<file path="src/design/stt_pkg.sv">
// Shared types and constants of the software timer table.
// No dependencies; used by every module of the block but stt_ram.
package stt_pkg;

    localparam int SLOTS_DEFAULT = 8;

    localparam int CMD_W    = 2;
    localparam int ID_W     = 8;
    localparam int PERIOD_W = 16;
    localparam int STATUS_W = 2;
    localparam int ACTIVE_W = 7;
    localparam int S_DATA_W = 32;
    localparam int M_DATA_W = 24;

    localparam logic [CMD_W-1:0] CMD_TICK  = 2'd0;
    localparam logic [CMD_W-1:0] CMD_START = 2'd1;
    localparam logic [CMD_W-1:0] CMD_STOP  = 2'd2;

    localparam logic [STATUS_W-1:0] ST_OK        = 2'd0;
    localparam logic [STATUS_W-1:0] ST_FULL      = 2'd1;
    localparam logic [STATUS_W-1:0] ST_NOT_FOUND = 2'd2;

    typedef struct packed {
        logic                periodic;
        logic [PERIOD_W-1:0] counter;
        logic [PERIOD_W-1:0] period;
        logic [ID_W-1:0]     id;
    } stt_entry_t;

    typedef struct packed {
        logic                load_req;
        logic                walk_clr;
        logic                rd_last;
        logic                wr_start;
        logic                wr_update;
        logic                wr_move;
        logic                idx_inc;
        logic                used_inc;
        logic                used_dec;
        logic                fire_push;
        logic                out_clr;
        logic                out_inc;
        logic                out_single;
        logic                out_fired;
        logic [STATUS_W-1:0] status;
    } stt_ctrl_t;

    typedef struct packed {
        logic [CMD_W-1:0] cmd;
        logic             walk_done;
        logic             full;
        logic             hit;
        logic             oneshot;
        logic             at_last;
        logic             id_match;
        logic             out_last;
        logic             none_fired;
        logic             out_free;
    } stt_stat_t;

endpackage

</file>
<file path="src/design/software_timer_table.sv">
// Software timer table: up to SLOTS timers kept in an entry memory with one write
// and one read port, walked one slot at a time. A start writes the new entry unless
// the table is full; a stop searches the slots in order, with a final check when the
// id is missing or a copy of the tail entry into the freed slot; a tick walks every
// slot, refills each fired one-shot slot from the tail, then sends one result per
// fired id, or a single response when nothing fires. The walk is paced by the
// one read port of the entry memory, one entry read per walk step. Requests are
// taken one at a time; the output register lets the next request in while the
// last result still waits. Depends on stt_pkg, stt_control and stt_datapath.
module software_timer_table #(
    parameter int SLOTS = stt_pkg::SLOTS_DEFAULT
) (
    input  logic                         clk,
    input  logic                         rst_n,
    input  logic                         s_tvalid,
    output logic                         s_tready,
    // [7:0] task_id, [23:8] period, [24] repeat_mode, rest zero
    input  logic [stt_pkg::S_DATA_W-1:0] s_tdata,
    // [1:0] command
    input  logic [stt_pkg::CMD_W-1:0]    s_tuser,
    output logic                         m_tvalid,
    input  logic                         m_tready,
    // [7:0] fired_id, [9:8] status, [16:10] active_count, rest zero
    output logic [stt_pkg::M_DATA_W-1:0] m_tdata,
    // [0] fired_valid
    output logic                         m_tuser,
    output logic                         m_tlast
);

    stt_pkg::stt_ctrl_t ctrl;
    stt_pkg::stt_stat_t stat;

    stt_control u_control (
        .clk      (clk),
        .rst_n    (rst_n),
        .s_tvalid (s_tvalid),
        .s_tready (s_tready),
        .stat     (stat),
        .ctrl     (ctrl)
    );

    stt_datapath #(
        .SLOTS (SLOTS)
    ) u_datapath (
        .clk      (clk),
        .rst_n    (rst_n),
        .s_tdata  (s_tdata),
        .s_tuser  (s_tuser),
        .m_tvalid (m_tvalid),
        .m_tready (m_tready),
        .m_tdata  (m_tdata),
        .m_tuser  (m_tuser),
        .m_tlast  (m_tlast),
        .ctrl     (ctrl),
        .stat     (stat)
    );

endmodule

</file>
<file path="src/design/stt_ram.sv">
// Generic single-write, single-read RAM with registered read data.
// No dependencies.
module stt_ram #(
    parameter int WIDTH = 8,
    parameter int DEPTH = 8,
    localparam int AW = (DEPTH > 1) ? $clog2(DEPTH) : 1
) (
    input  logic             clk,
    input  logic             we,
    input  logic [AW-1:0]    waddr,
    input  logic [WIDTH-1:0] wdata,
    input  logic [AW-1:0]    raddr,
    output logic [WIDTH-1:0] rdata
);

    logic [WIDTH-1:0] mem [DEPTH];

    always_ff @(posedge clk)
    begin
        if (we)
        begin
            mem[waddr] <= wdata;
        end
        rdata <= mem[raddr];
    end

endmodule

</file>
<file path="src/design/stt_datapath.sv">
// Datapath of the software timer table: request registers, entry and fired-id
// memories, walk counters and output register. Uses stt_pkg and stt_ram.
module stt_datapath #(
    parameter int SLOTS = stt_pkg::SLOTS_DEFAULT,
    localparam int IDX_W = (SLOTS > 1) ? $clog2(SLOTS) : 1,
    localparam int CNT_W = $clog2(SLOTS + 1)
) (
    input  logic                          clk,
    input  logic                          rst_n,
    input  logic [stt_pkg::S_DATA_W-1:0]  s_tdata,
    input  logic [stt_pkg::CMD_W-1:0]     s_tuser,
    output logic                          m_tvalid,
    input  logic                          m_tready,
    output logic [stt_pkg::M_DATA_W-1:0]  m_tdata,
    output logic                          m_tuser,
    output logic                          m_tlast,
    input  stt_pkg::stt_ctrl_t            ctrl,
    output stt_pkg::stt_stat_t            stat
);

    logic [stt_pkg::CMD_W-1:0]    cmd_reg;
    logic [stt_pkg::ID_W-1:0]     id_reg;
    logic [stt_pkg::PERIOD_W-1:0] period_reg;
    logic                         mode_reg;

    logic [CNT_W-1:0] used_reg, used_next;
    logic [CNT_W-1:0] idx_reg, idx_next;
    logic [CNT_W-1:0] k_reg, k_next;
    logic [CNT_W-1:0] j_reg, j_next;
    logic [CNT_W-1:0] last_idx;

    logic                            out_valid_reg;
    logic                            out_fired_reg;
    logic [stt_pkg::ID_W-1:0]        out_id_reg;
    logic [stt_pkg::STATUS_W-1:0]    out_status_reg;
    logic [stt_pkg::ACTIVE_W-1:0]    out_active_reg;
    logic                            out_last_reg;

    stt_pkg::stt_entry_t          ent_rd, ent_wr;
    logic                         ent_we;
    logic [IDX_W-1:0]             ent_waddr, ent_raddr;
    logic [stt_pkg::PERIOD_W-1:0] cnt_inc;
    logic                         hit;
    logic [stt_pkg::ID_W-1:0]     fire_rd;

    always_ff @(posedge clk)
    begin
        if (ctrl.load_req)
        begin
            cmd_reg    <= s_tuser;
            id_reg     <= s_tdata[stt_pkg::ID_W-1:0];
            period_reg <= s_tdata[stt_pkg::ID_W +: stt_pkg::PERIOD_W];
            mode_reg   <= s_tdata[stt_pkg::ID_W + stt_pkg::PERIOD_W];
        end
    end

    assign last_idx = used_reg - CNT_W'(1);
    assign cnt_inc  = ent_rd.counter + stt_pkg::PERIOD_W'(1);
    assign hit      = (cnt_inc == ent_rd.period);

    always_comb
    begin
        ent_we    = ctrl.wr_start | ctrl.wr_update | ctrl.wr_move;
        ent_waddr = ctrl.wr_start ? used_reg[IDX_W-1:0] : idx_reg[IDX_W-1:0];
        ent_raddr = ctrl.rd_last ? last_idx[IDX_W-1:0] : idx_reg[IDX_W-1:0];
        ent_wr    = ent_rd;
        if (ctrl.wr_start)
        begin
            ent_wr.periodic = mode_reg;
            ent_wr.counter  = '0;
            ent_wr.period   = period_reg;
            ent_wr.id       = id_reg;
        end
        else if (ctrl.wr_update)
        begin
            ent_wr.counter = hit ? '0 : cnt_inc;
        end
    end

    stt_ram #(
        .WIDTH ($bits(stt_pkg::stt_entry_t)),
        .DEPTH (SLOTS)
    ) u_entry_ram (
        .clk   (clk),
        .we    (ent_we),
        .waddr (ent_waddr),
        .wdata (ent_wr),
        .raddr (ent_raddr),
        .rdata (ent_rd)
    );

    stt_ram #(
        .WIDTH (stt_pkg::ID_W),
        .DEPTH (SLOTS)
    ) u_fire_ram (
        .clk   (clk),
        .we    (ctrl.fire_push),
        .waddr (k_reg[IDX_W-1:0]),
        .wdata (ent_rd.id),
        .raddr (j_reg[IDX_W-1:0]),
        .rdata (fire_rd)
    );

    always_comb
    begin
        used_next = used_reg;
        idx_next  = idx_reg;
        k_next    = k_reg;
        j_next    = j_reg;
        if (ctrl.used_inc)
        begin
            used_next = used_reg + CNT_W'(1);
        end
        else if (ctrl.used_dec)
        begin
            used_next = last_idx;
        end
        if (ctrl.walk_clr)
        begin
            idx_next = '0;
            k_next   = '0;
        end
        else
        begin
            if (ctrl.idx_inc)
            begin
                idx_next = idx_reg + CNT_W'(1);
            end
            if (ctrl.fire_push)
            begin
                k_next = k_reg + CNT_W'(1);
            end
        end
        if (ctrl.out_clr)
        begin
            j_next = '0;
        end
        else if (ctrl.out_inc)
        begin
            j_next = j_reg + CNT_W'(1);
        end
    end

    always_ff @(posedge clk or negedge rst_n)
    begin
        if (!rst_n)
        begin
            used_reg      <= '0;
            idx_reg       <= '0;
            k_reg         <= '0;
            j_reg         <= '0;
            out_valid_reg <= 1'b0;
        end
        else
        begin
            used_reg <= used_next;
            idx_reg  <= idx_next;
            k_reg    <= k_next;
            j_reg    <= j_next;
            if (ctrl.out_single || ctrl.out_fired)
            begin
                out_valid_reg <= 1'b1;
            end
            else if (m_tready)
            begin
                out_valid_reg <= 1'b0;
            end
        end
    end

    always_ff @(posedge clk)
    begin
        if (ctrl.out_single)
        begin
            out_fired_reg  <= 1'b0;
            out_id_reg     <= '0;
            out_status_reg <= ctrl.status;
            out_active_reg <= stt_pkg::ACTIVE_W'(used_reg);
            out_last_reg   <= 1'b1;
        end
        else if (ctrl.out_fired)
        begin
            out_fired_reg  <= 1'b1;
            out_id_reg     <= fire_rd;
            out_status_reg <= stt_pkg::ST_OK;
            out_active_reg <= stt_pkg::ACTIVE_W'(used_reg);
            out_last_reg   <= stat.out_last;
        end
    end

    assign m_tvalid = out_valid_reg;
    assign m_tuser  = out_fired_reg;
    assign m_tlast  = out_last_reg;
    assign m_tdata  = {{(stt_pkg::M_DATA_W - stt_pkg::ACTIVE_W - stt_pkg::STATUS_W
                         - stt_pkg::ID_W){1'b0}},
                       out_active_reg, out_status_reg, out_id_reg};

    always_comb
    begin
        stat.cmd        = cmd_reg;
        stat.walk_done  = (idx_reg >= used_reg);
        stat.full       = (used_reg >= CNT_W'(SLOTS));
        stat.hit        = hit;
        stat.oneshot    = ~ent_rd.periodic;
        stat.at_last    = (idx_reg == last_idx);
        stat.id_match   = (ent_rd.id == id_reg);
        stat.out_last   = (j_reg == k_reg - CNT_W'(1));
        stat.none_fired = (k_reg == '0);
        stat.out_free   = ~out_valid_reg | m_tready;
    end

endmodule

</file>
<file path="src/design/stt_control.sv">
// Controller state machine of the software timer table.
// Uses stt_pkg; drives the datapath through stt_ctrl_t.
module stt_control (
    input  logic               clk,
    input  logic               rst_n,
    input  logic               s_tvalid,
    output logic               s_tready,
    input  stt_pkg::stt_stat_t stat,
    output stt_pkg::stt_ctrl_t ctrl
);

    localparam logic [2:0] S_IDLE   = 3'd0;
    localparam logic [2:0] S_DECODE = 3'd1;
    localparam logic [2:0] S_READ   = 3'd2;
    localparam logic [2:0] S_EVAL   = 3'd3;
    localparam logic [2:0] S_MOVE   = 3'd4;
    localparam logic [2:0] S_RESP   = 3'd5;
    localparam logic [2:0] S_OUT_RD = 3'd6;
    localparam logic [2:0] S_OUT    = 3'd7;

    logic [2:0]                   state_reg, state_next;
    logic [stt_pkg::STATUS_W-1:0] status_reg, status_next;

    assign s_tready = (state_reg == S_IDLE);

    always_comb
    begin
        state_next  = state_reg;
        status_next = status_reg;
        ctrl        = '0;
        ctrl.status = status_reg;
        unique case (state_reg)
            S_IDLE:
            begin
                if (s_tvalid)
                begin
                    ctrl.load_req = 1'b1;
                    state_next    = S_DECODE;
                end
            end
            S_DECODE:
            begin
                status_next = stt_pkg::ST_OK;
                if (stat.cmd == stt_pkg::CMD_START)
                begin
                    if (stat.full)
                    begin
                        status_next = stt_pkg::ST_FULL;
                    end
                    else
                    begin
                        ctrl.wr_start = 1'b1;
                        ctrl.used_inc = 1'b1;
                    end
                    state_next = S_RESP;
                end
                else if (stat.cmd == stt_pkg::CMD_TICK || stat.cmd == stt_pkg::CMD_STOP)
                begin
                    ctrl.walk_clr = 1'b1;
                    state_next    = S_READ;
                end
                else
                begin
                    state_next = S_RESP;
                end
            end
            S_READ:
            begin
                if (!stat.walk_done)
                begin
                    state_next = S_EVAL;
                end
                else if (stat.cmd == stt_pkg::CMD_STOP)
                begin
                    status_next = stt_pkg::ST_NOT_FOUND;
                    state_next  = S_RESP;
                end
                else if (stat.none_fired)
                begin
                    state_next = S_RESP;
                end
                else
                begin
                    ctrl.out_clr = 1'b1;
                    state_next   = S_OUT_RD;
                end
            end
            S_EVAL:
            begin
                if (stat.cmd == stt_pkg::CMD_STOP)
                begin
                    if (stat.id_match)
                    begin
                        ctrl.used_dec = 1'b1;
                        if (stat.at_last)
                        begin
                            state_next = S_RESP;
                        end
                        else
                        begin
                            ctrl.rd_last = 1'b1;
                            state_next   = S_MOVE;
                        end
                    end
                    else
                    begin
                        ctrl.idx_inc = 1'b1;
                        state_next   = S_READ;
                    end
                end
                else
                begin
                    ctrl.fire_push = stat.hit;
                    if (stat.hit && stat.oneshot)
                    begin
                        // slot refilled from the tail (unless it is the last), evaluated next cycle
                        ctrl.used_dec = 1'b1;
                        if (stat.at_last)
                        begin
                            state_next = S_READ;
                        end
                        else
                        begin
                            ctrl.rd_last = 1'b1;
                            state_next   = S_EVAL;
                        end
                    end
                    else
                    begin
                        ctrl.wr_update = 1'b1;
                        ctrl.idx_inc   = 1'b1;
                        state_next     = S_READ;
                    end
                end
            end
            S_MOVE:
            begin
                ctrl.wr_move = 1'b1;
                state_next   = S_RESP;
            end
            S_RESP:
            begin
                if (stat.out_free)
                begin
                    ctrl.out_single = 1'b1;
                    state_next      = S_IDLE;
                end
            end
            S_OUT_RD:
            begin
                state_next = S_OUT;
            end
            S_OUT:
            begin
                if (stat.out_free)
                begin
                    ctrl.out_fired = 1'b1;
                    ctrl.out_inc   = 1'b1;
                    state_next     = stat.out_last ? S_IDLE : S_OUT_RD;
                end
            end
            default:
            begin
                state_next = S_IDLE;
            end
        endcase
    end

    always_ff @(posedge clk or negedge rst_n)
    begin
        if (!rst_n)
        begin
            state_reg  <= S_IDLE;
            status_reg <= stt_pkg::ST_OK;
        end
        else
        begin
            state_reg  <= state_next;
            status_reg <= status_next;
        end
    end

endmodule
</file>
<file path="config.mk">
export PLATFORM = sky130hd
export DESIGN_NAME = software_timer_table
export DESIGN_NICKNAME = d
export VERILOG_FILES = /design/src/design/stt_pkg.sv /design/src/design/software_timer_table.sv /design/src/design/stt_ram.sv /design/src/design/stt_datapath.sv /design/src/design/stt_control.sv
export SDC_FILE = /design/constraint.sdc
export NUM_CORES = 1
export LEC_CHECK = 0
export BUFFER_PORTS_ARGS = -buffer_cell sky130_fd_sc_hd__buf_4
export CAP_MARGIN = 20
export CORE_MARGIN = 4
export CORE_UTILIZATION = 45
export CTS_BUF_LIST = sky130_fd_sc_hd__clkbuf_16
export CTS_CLUSTER_DIAMETER = 30
export CTS_CLUSTER_SIZE = 30
export DETAILED_ROUTE_END_ITERATION = 12
export PLACE_DENSITY = 0.7
export SYNTH_ARGS = -nofsm -noshare
export SYNTH_HDL_FRONTEND = slang
export SYNTH_SLANG_ARGS = --single-unit
</file>
<file path="constraint.sdc">
create_clock -name clk -period 4.5 [get_ports clk]
set_input_delay 1.35 -clock clk [delete_from_list [all_inputs] [get_ports clk]]
set_output_delay 1.35 -clock clk [all_outputs]
set_load 0.01 [all_outputs]
</file>
=== Word level (Yosys, flattened, before mapping) ===
Memory sizes are Yosys's and may differ from the RTL's. A register that Yosys moved wholly into a read port is not among the register bits.
Index checks and enable logic that the tools add are counted.

* Bits in registers: 65
* RAM bits: 392
* Logic and storage cells: 142
* Memories kept: 2

* Add/sub/neg operators: 7
* Magnitude comparators: 2
* Equality and inequality tests: 18
* Mux-type cells: 77
* Bitwise operators: 5
* Reductions and logical operators: 15

{| class="wikitable"
|+ Memory list
! name !! words !! width !! read ports !! clocked after Yosys merged registers in !! write ports !! RTL line !! RTL
|-
| u_datapath.u_entry_ram.mem || 8 || 41 || 1 || 1 || 1 || stt_ram.sv:16 || <nowiki>logic [WIDTH-1:0] mem [DEPTH];</nowiki>
|-
| u_datapath.u_fire_ram.mem || 8 || 8 || 1 || 1 || 1 || stt_ram.sv:16 ||
|}

{| class="wikitable"
|+ Operators with widths
! operator !! number
|-
| 2-to-1 mux 16 bit || 3
|-
| 2-to-1 mux 1 bit || 41
|-
| 2-to-1 mux 4 bit || 10
|-
| 2-to-1 mux 3 bit || 12
|-
| 2-to-1 mux 24 bit || 1
|-
| case mux 3 bit (8 select lines) || 1
|-
| adder 16 x 1 -> 16 bit, second input constant || 1
|-
| adder 4 x 1 -> 4 bit, second input constant || 4
|-
| equality test 16 bit || 1
|-
| 2-to-1 mux 2 bit || 8
|-
| nonzero test 2 bit || 7
|-
| equality test 3 bit, second input constant || 4
|-
| equality test 4 bit || 2
|-
| equality test 8 bit || 1
|-
| subtractor 4 x 1 -> 4 bit, second input constant || 2
|-
| equality test 3 x 2 -> 1 bit, second input constant || 2
|-
| != test 2 bit, second input constant || 3
|-
| AND reduction 3 bit || 2
|-
| >= comparator 4 bit || 1
|-
| >= comparator 4 bit, second input constant || 1
|-
| logical NOT 4 bit || 1
|-
| != test 2 x 1 -> 1 bit, second input constant || 2
|-
| case mux 2 bit (2 select lines) || 1
|-
| equality test 3 x 1 -> 1 bit, second input constant || 1
|-
| 8 further kinds || 12
|}

=== Longest topological paths before layout ===
Gate-level depths: netlist of run 1.

* Word-level depth: 10
* Depth in mapped cells: 14
* Depth with buffers taken out: 12

=== Hierarchy ===
Synthesis of run 1 repeated with hierarchy kept, for this count alone.

* Cell total of the unflattened synthesis: 1129
* Area, all modules: 20815.0 um^2

{| class="wikitable"
|+ By module, submodules not included
! module !! instances !! cells each !! area an instance (um^2) !! seq. area each (um^2)
|-
| stt_ram at u_datapath.u_entry_ram || 1 || 528 || 13492.9 || 10670.2
|-
| stt_datapath || 1 || 417 || 4129.0 || 1616.6
|-
| stt_ram at u_datapath.u_fire_ram || 1 || 114 || 2691.3 || 2082.0
|-
| stt_control || 1 || 70 || 501.7 || 125.1
|}

=== Least setup slack after synthesis of run 1 ===
OpenSTA, ideal clock, no wires.

* Path type: register to register
* Start point: reg u_datapath.u_entry_ram.rdata[24], read port of u_datapath.u_entry_ram.mem
* End point: mem u_datapath.u_entry_ram.mem[0][0] (netlist bit), enable pin
* Setup time: 0.439 ns
* Data arrival time: 3.953 ns
* Required time: 4.061 ns
* Setup slack: 0.107 ns
* Cell stages (with the launch flop): 14
* Path buffers: 2
* Cells stage by stage: dfxtp_1 ha_1 clkbuf_1 nand2_1 nor3_1 xnor2_1 nand4_1 nand2b_1 nor3_1 nand2b_1 clkbuf_1 a21oi_1 a21oi_1 nor2_1

* Cells in the longest elaborated chain, start to end: 10

{| class="wikitable"
|+ RTL lines
! element !! RTL line !! RTL
|-
| start: declaration || stt_ram.sv:13 || <nowiki>output logic [WIDTH-1:0] rdata</nowiki>
|-
| adder 16 x 1 -> 16 bit || stt_datapath.sv:58 || <nowiki>assign cnt_inc = ent_rd.counter + stt_pkg::PERIOD_W'(1);</nowiki>
|-
| equality test 16 bit || stt_datapath.sv:59 || <nowiki>assign hit = (cnt_inc == ent_rd.period);</nowiki>
|-
| logical AND 1 bit || stt_control.sv:114 || <nowiki>if (stat.hit && stat.oneshot)</nowiki>
|-
| 2-to-1 mux 1 bit || stt_control.sv:114 ||
|-
| 2-to-1 mux 1 bit || stt_control.sv:90 || <nowiki>if (stat.cmd == stt_pkg::CMD_STOP)</nowiki>
|-
| 2-to-1 mux 1 bit || stt_control.sv:32 || <nowiki>unique case (state_reg)</nowiki>
|-
| bitwise OR 1 bit (2 in series) || stt_datapath.sv:63 || <nowiki>ent_we = ctrl.wr_start | ctrl.wr_update | ctrl.wr_move;</nowiki>
|-
| 2-to-1 mux 1 bit || stt_ram.sv:20 || <nowiki>if (we)</nowiki>
|-
| 2-to-1 mux 1 bit (implied by the code) || stt_ram.sv:22 || <nowiki>mem[waddr] <= wdata;</nowiki>
|-
| end: declaration || stt_ram.sv:16 ||
|}

Every way passes these cells.

==> metrics.cfg, run 1 <==
[layout]
layout.filler_cells=3545
finalNetCount=1578
registers.top_by_ff_count=u_datapath.u_entry_ram.mem
stdcell_count=2199
syn2layout_area_growth_pct=20.2
layout-drive-gt1-share_pct=20.5
finalCoreUtilization_pct=54.8
max_reg_flops=328
largest_registers=u_datapath.u_entry_ram.mem: 328 flops, u_datapath.u_fire_ram.mem: 64 flops, u_datapath.u_entry_ram.rdata: 41 flops
insertedDiodeCount=0

[route]
dr_total_vias=12000
drt_iter0_drc=907
detail_route.drc_violations=0
antenna_left=0
total_routed_length_um=43200
post_drt_via_cell_ratio=5.47
routedWlPerCell_um=19.7
drt-pass1-iter-count=5

[clock_tree]
number_of_buffers_created_by_cts=84
post_cts_resized=0
htree_num_levels=3
cts_sinks=506
cts_root_buffer=sky130_fd_sc_hd__clkbuf_16
post_cts_buffers=0
clock_tree.buffer_depth=3
clock_latency_on_the_worst_skew_pair_ns=0.61
cts_tree=yes
hold_buffers=0
cts.clk_slew.worst_paths_ns=0.06

[worst_setup_path]
worst_setup_path_start_kind=flip-flop
timing.critical_path.cells=nand3_1, buf_4, a2111oi_0, nand4b_1, o2111a_1, nand2b_1, nor3_1, nand2b_1, buf_4, a21oi_1, a211oi_1
number_of_buffer_and_inverter_stages_on_the_critical_path=2
worstPathArrival_ns=4.29
worst_path_largest_cell_delay_ns=0.71
critical_path_required_ns=4.79
endpoint_kind=flip-flop
cpLargestDelayFamily=simple AND/OR/NAND/NOR gates
path_class=flip-flop to flip-flop
critical_path.max_fanout=11
slowest_stage=sky130_fd_sc_hd__a211oi_1

[logic_synthesis]
yosysSeqAreaShare_pct=70.1
yosysWarnings=0
yosys.cell_count.top_type=sky130_fd_sc_hd__edfxtp_1
synth_common_cells=sky130_fd_sc_hd__edfxtp_1, sky130_fd_sc_hd__nand2_1, sky130_fd_sc_hd__dfxtp_1, sky130_fd_sc_hd__clkbuf_1, sky130_fd_sc_hd__nor2_1
top_cell_type_s_share_of_synthesized_area_pct=61.7
post-synth-top-area-cell=sky130_fd_sc_hd__edfxtp_1
post_synth_num_cell_types=64
yosys-top-cells-area=sky130_fd_sc_hd__edfxtp_1, sky130_fd_sc_hd__dfxtp_1, sky130_fd_sc_hd__nand2_1
synth_enable_flop_cells=425
yosys_reg_bits=506
asyncSetResetFlopFracSynth_pct=4.35
synthesized_cell_area_um2=20700
yosys_most_used_dff=sky130_fd_sc_hd__edfxtp_1
synthCells=1443
syn-mean-instance-area_um2=14.3

[global_routing]
grt_antenna_before_repair=0
grt_overflow=0
grt_use_total_pct=17.4
grt_pass1_wl_um=68100
grt_start_max_net_pins=101
via_count_of_the_first_global_routing_pass=12300

[sta]
max-slew-margin-rel_pct=42.7
achievable-frequency_ghz=0.250
post-route-period-util_pct=88.9
timing.clock.skew_ns=0.0251
setup_violations=0
tightestPinTransition_ns=0.852
rsz_0062_raised_after_global_routing=false
hold_violations=0
sum_of_negative_setup_slack_ns=0
layout_setup_ws_ns=0.501
final-max-slew-violation-count=0
period_needed_ns=4.00

[floorplan]
initial_utilization_pct=45.6
rows=78
core_area_um2=45400
die-height_um=222
boundaryPins=66
die_width_um=222
floorplan.die_area_um2=49500

[place]
buffers_added_on_ports=48
dp_hpwl_um=23000
place.detailed.instances=2042
dpl_worst_slack_ns=0.619
gpl.final_weighted_congestion=0.816

[pwr]
lkg_pwr_nw=8.80
vdd.ir_drop.worst_v=0.000457
power_per_cell_area_nw_per_um2=752

[min_path]
min_path_type=flip-flop to flip-flop

[status]
status=finished clean

[run]
max-cap-violations=0

cell families after synthesis:
kind of cell	count (synthesis)	share of synthesized area (%)
xor+xnor	52	2.20
compound gates	215	9.32
fa+ha+maj	12	0.726
buf+inv	114	2.83
flops	506	70.1
simple gates	474	10.5
other cells	1	0.0181
mux	69	4.36
metrics by stage:
step / power (W) / area [µm²] / hold WS (ns)
final: 0.0187 / 24900 / 0.432
after global routing: 0.0196 / 24900 / 0.452
after global placement: 0.0119 / 21800 / 0.428
after detailed placement: 0.0121 / 21800 / 0.432
after CTS: 0.0188 / 24900 / 0.434
after floorplan: 0.0107 / 20700 / 0.420
area by class of cell:
type                            instances  area, µm²  share of cell area (%)
Clock inverter                         73        912                    3.67
Multi-Input combinational cell        832       5740                    23.1
Timing Repair Buffer                   88        798                    3.21
Clock buffer                           84       2100                    8.45
Sequential cell                       506      14500                    58.3
Inverter                               16       60.1                   0.242
Tap cell                              600        751                    3.02
placed cells by master (no fill, tap or decap), types with 11 or more instances in the layout:
cell	n
sky130_fd_sc_hd__a211oi_1	43
sky130_fd_sc_hd__a21oi_1	25
sky130_fd_sc_hd__a311oi_2	41
sky130_fd_sc_hd__a32o_1	42
sky130_fd_sc_hd__and2_0	12
sky130_fd_sc_hd__and2_1	30
sky130_fd_sc_hd__buf_12	11
sky130_fd_sc_hd__buf_4	77
sky130_fd_sc_hd__bufinv_16	13
sky130_fd_sc_hd__clkbuf_16	84
sky130_fd_sc_hd__clkinv_4	14
sky130_fd_sc_hd__dfrtp_1	22
sky130_fd_sc_hd__dfxtp_1	59
sky130_fd_sc_hd__edfxtp_1	425
sky130_fd_sc_hd__ha_1	12
sky130_fd_sc_hd__inv_1	20
sky130_fd_sc_hd__inv_6	13
sky130_fd_sc_hd__mux2i_1	45
sky130_fd_sc_hd__mux4_2	16
sky130_fd_sc_hd__nand2_1	283
sky130_fd_sc_hd__nand3_1	23
sky130_fd_sc_hd__nor2_1	41
sky130_fd_sc_hd__nor3_1	14
sky130_fd_sc_hd__o21ai_0	25
sky130_fd_sc_hd__xnor2_1	35
sky130_fd_sc_hd__xor2_1	17
per-layer routing:
layer	wire length (µm)	global-route usage, %
met1	18900	23.0
met2	21400	29.0
met3	2070	3.40
met4	838	5.89
met5	0	0
tightest hold or removal path, stage by stage, from the launching register on:
cell and delay (ns):
sky130_fd_sc_hd__dfxtp_1 0.29, sky130_fd_sc_hd__nand3_1 0.05, sky130_fd_sc_hd__nand2_1 0.04
power breakdown:
group	total, W	leakage, nW	internal (W)	switching, W
logic	0.00485	2.71	0.00186	0.00299
clock network	0.00666	1.47	0.00427	0.00239
registers	0.00720	4.62	0.00656	0.000636
worst paths after layout:
| kind | endpoint | from | slack, ns | cells past startpoint |
|---|---|---|---|---|
| worst max-delay path | u_datapath.u_entry_ram.mem[4][34] | u_datapath.u_entry_ram.rdata[26] | 0.50 | 11 |
| worst min-delay path | u_datapath.out_id_reg[1] | u_datapath.u_fire_ram.rdata[1] | 0.43 | 2 |
| worst max register to register | u_datapath.u_entry_ram.mem[4][34] | u_datapath.u_entry_ram.rdata[26] | 0.50 | 11 |
| worst min register to register | u_datapath.out_id_reg[1] | u_datapath.u_fire_ram.rdata[1] | 0.43 | 2 |
| max in group asynchronous | u_datapath.k_reg[2] | rst_n | 3.62 | 1 |
| min in group asynchronous | u_datapath.j_reg[2] | rst_n | 0.64 | 1 |
Power figures use the tool's default switching activity.
==> run 2: changes to the inputs <==
--- a/config.mk
+++ b/config.mk
@@ -8,12 +8,12 @@
 export BUFFER_PORTS_ARGS = -buffer_cell sky130_fd_sc_hd__buf_4
 export CAP_MARGIN = 20
 export CORE_MARGIN = 4
-export CORE_UTILIZATION = 45
-export CTS_BUF_LIST = sky130_fd_sc_hd__clkbuf_16
+export CORE_UTILIZATION = 35
 export CTS_CLUSTER_DIAMETER = 30
 export CTS_CLUSTER_SIZE = 30
 export DETAILED_ROUTE_END_ITERATION = 12
-export PLACE_DENSITY = 0.7
+export PLACE_DENSITY = 0.59
+export SLEW_MARGIN = 40
 export SYNTH_ARGS = -nofsm -noshare
 export SYNTH_HDL_FRONTEND = slang
 export SYNTH_SLANG_ARGS = --single-unit
==> run 2 against run 1 <==
Core utilization decreased by 11 points. Worst setup slack improved by 0.10 ns. Die area increased by 27%. Combinational power increased by 2%. Critical path type unchanged. Final cell count increased by 9.3%. Via count increased by 0.54%.
==> metrics.cfg, run 2 (synthesized netlist as in run 1, its figures left out) <==
[status]
status=finished clean

[clock_tree]
cts_tree=yes
cts_root_buffer=sky130_fd_sc_hd__clkbuf_16
clock_latency_on_the_worst_skew_pair_ns=0.63
htree_num_levels=3
cts_sinks=506
post_cts_buffers=0
clock_tree.buffer_depth=3
post_cts_resized=0
hold_buffers=0
number_of_buffers_created_by_cts=95
cts.clk_slew.worst_paths_ns=0.06

[sta]
sum_of_negative_setup_slack_ns=0
period_needed_ns=3.90
setup_violations=0
final-max-slew-violation-count=0
fin_worst_hold_slack_ns=0.427
timing.clock.skew_ns=0.0246
max-slew-margin-rel_pct=43.7
hold_violations=0
achievable-frequency_ghz=0.257
rsz_0062_raised_after_global_routing=false
post-route-period-util_pct=86.6
tightestPinTransition_ns=0.835

[pwr]
power_w=0.0196
comb_power_share_pct=25.3
lkg_pwr_nw=9.09
total_switching_power_w=0.00607
clock_power_share_pct=37.9
power_per_cell_area_nw_per_um2=763
vdd.ir_drop.worst_v=0.000546
netSwitchingFraction_pct=31.0
seq_power_share_pct=36.8
p_int_w=0.0135

[worst_setup_path]
worst_r2r_startpoint=u_datapath.u_entry_ram.rdata[24]
crit-reg2reg-capture=u_datapath.u_entry_ram.rdata[26]
worst_setup_path_start_kind=flip-flop
worstPathArrival_ns=4.41
critical_path.max_fanout=16
reg2regPathDepth=13
critical_path_required_ns=5.01
regToRegSetupSlack_ns=0.60
path_class=flip-flop to flip-flop
endpoint_kind=flip-flop

[min_path]
min_path_type=flip-flop to flip-flop
hold_path.startpoint=u_datapath.u_fire_ram.rdata[6]
worst_hold_path.num_cells=2
whs_endpoint=u_datapath.out_id_reg[6]

[route]
detail_route.drc_violations=0
routedWlPerCell_um=19.0
drt-pass1-iter-count=5
dr_total_vias=12100
total_routed_length_um=45700
drt_iter0_drc=756
post_drt_via_cell_ratio=5.03
antenna_left=0

[global_routing]
grt_start_max_net_pins=90
grt_antenna_before_repair=0
grt_use_total_pct=14.3
grt_pass1_wl_um=71000
via_count_of_the_first_global_routing_pass=12100
grt_overflow=0

[layout]
insertedDiodeCount=0
most_common_cell_after_layout_fill_and_taps_aside=sky130_fd_sc_hd__edfxtp_1
layout.cells.most_common_list=sky130_fd_sc_hd__edfxtp_1, sky130_fd_sc_hd__nand2_1, sky130_fd_sc_hd__clkbuf_16, sky130_fd_sc_hd__buf_4, sky130_fd_sc_hd__dfxtp_1
final-seq-area_um2=14500
layout.filler_cells=5133
largest_registers=u_datapath.u_entry_ram.mem: 328 flops, u_datapath.u_fire_ram.mem: 64 flops, u_datapath.u_entry_ram.rdata: 41 flops
registers.top_by_ff_count=u_datapath.u_entry_ram.mem
fin_area_um2=25700
stdcell_count=2403
finalNetCount=1606
multi_input_comb_area_um2=5750
syn2layout_area_growth_pct=24.4
max_reg_flops=328
layout-drive-gt1-share_pct=21.9

[place]
dpl-instance-area_um2=22300
buffers_added_on_ports=48
gpl.final_weighted_congestion=0.795
dp_hpwl_um=26500
place.detailed.instances=2224

[floorplan]
rows=88
initial_utilization_pct=35.6
floorplan.die_area_um2=63000
die-height_um=251
die_width_um=251
boundaryPins=66
core_area_um2=58100

[run]
max-cap-violations=0

==> run 2: cell types whose count changed in the layout (fill, tap and decap cells not counted), sizes merged <==
cell | before | now
inv | 40 | 23
clkinv | 28 | 33
clkinvlp | 8 | 12
buf | 88 | 105
bufinv | 13 | 19
clkbuf | 84 | 108
==> run 2: power by group through the flow <==
stage	clock network [W]	registers, W	logic [W]
after floorplan	0	0.00699	0.00369
after global placement	0	0.00728	0.00486
after detailed placement	0	0.00730	0.00499
after CTS	0.00756	0.00722	0.00503
after global routing	0.00780	0.00732	0.00546
final	0.00744	0.00722	0.00496
==> run 2: worst max-delay path by stage <==
stage | from | end | slack [ns] | depth (start not counted)
final | u_datapath.u_entry_ram.rdata[24] | u_datapath.u_entry_ram.rdata[26] | 0.60 | 13
after global routing | u_datapath.used_reg[0] | u_datapath.u_entry_ram.rdata[26] | 0.29 | 13
after global placement | u_datapath.u_entry_ram.rdata[24] | u_datapath.u_entry_ram.mem[2][11] | 0.58 | 13
after detailed placement | u_datapath.used_reg[0] | u_datapath.u_entry_ram.rdata[24] | 0.63 | 13
after CTS | u_datapath.used_reg[0] | u_datapath.u_entry_ram.rdata[24] | 0.61 | 13
after floorplan | u_datapath.u_entry_ram.rdata[24] | u_datapath.u_entry_ram.mem[0][0] | 0.11 | 13
==> run 2: worst max-delay path, stage by stage, from the launching register on <==
cell                       delay (ns)
sky130_fd_sc_hd__dfxtp_1         0.44
sky130_fd_sc_hd__ha_1            0.35
sky130_fd_sc_hd__nand3_1         0.22
sky130_fd_sc_hd__o21ai_0         0.19
sky130_fd_sc_hd__nor3b_1         0.34
sky130_fd_sc_hd__nand4_1         0.19
sky130_fd_sc_hd__nand2b_1        0.27
sky130_fd_sc_hd__buf_4           0.20
sky130_fd_sc_hd__o41ai_4         0.42
sky130_fd_sc_hd__o21a_4          0.31
sky130_fd_sc_hd__buf_4           0.27
sky130_fd_sc_hd__nand2_1         0.09
sky130_fd_sc_hd__a32o_1          0.26
sky130_fd_sc_hd__a311oi_2        0.23
==> run 2: per-layer routing <==
metal,routed length [µm],global-route usage [%],vias to the layer above
met1,20700,19.2,6072
met3,2180,3.18,83
met4,887,4.09,0
li1,-,-,5673
met5,0,0,-
met2,21900,23.5,271
==> run 2: final cells by class <==
class,count,share of cell area (%)
Sequential cell,506,56.3
Multi-Input combinational cell,832,22.3
Clock buffer,108,9.59
Timing Repair Buffer,105,4.07
Tap cell,765,3.72
Clock inverter,71,3.71
Inverter,16,0.233
==> run 2: metrics by stage <==
step / setup WS (ns) / utilization (%)
after floorplan: 0.107 / -
after global placement: 0.582 / 38.1
after detailed placement: 0.635 / 38.4
after CTS: 0.613 / 44.3
after global routing: 0.292 / 44.3
final: 0.604 / 44.3
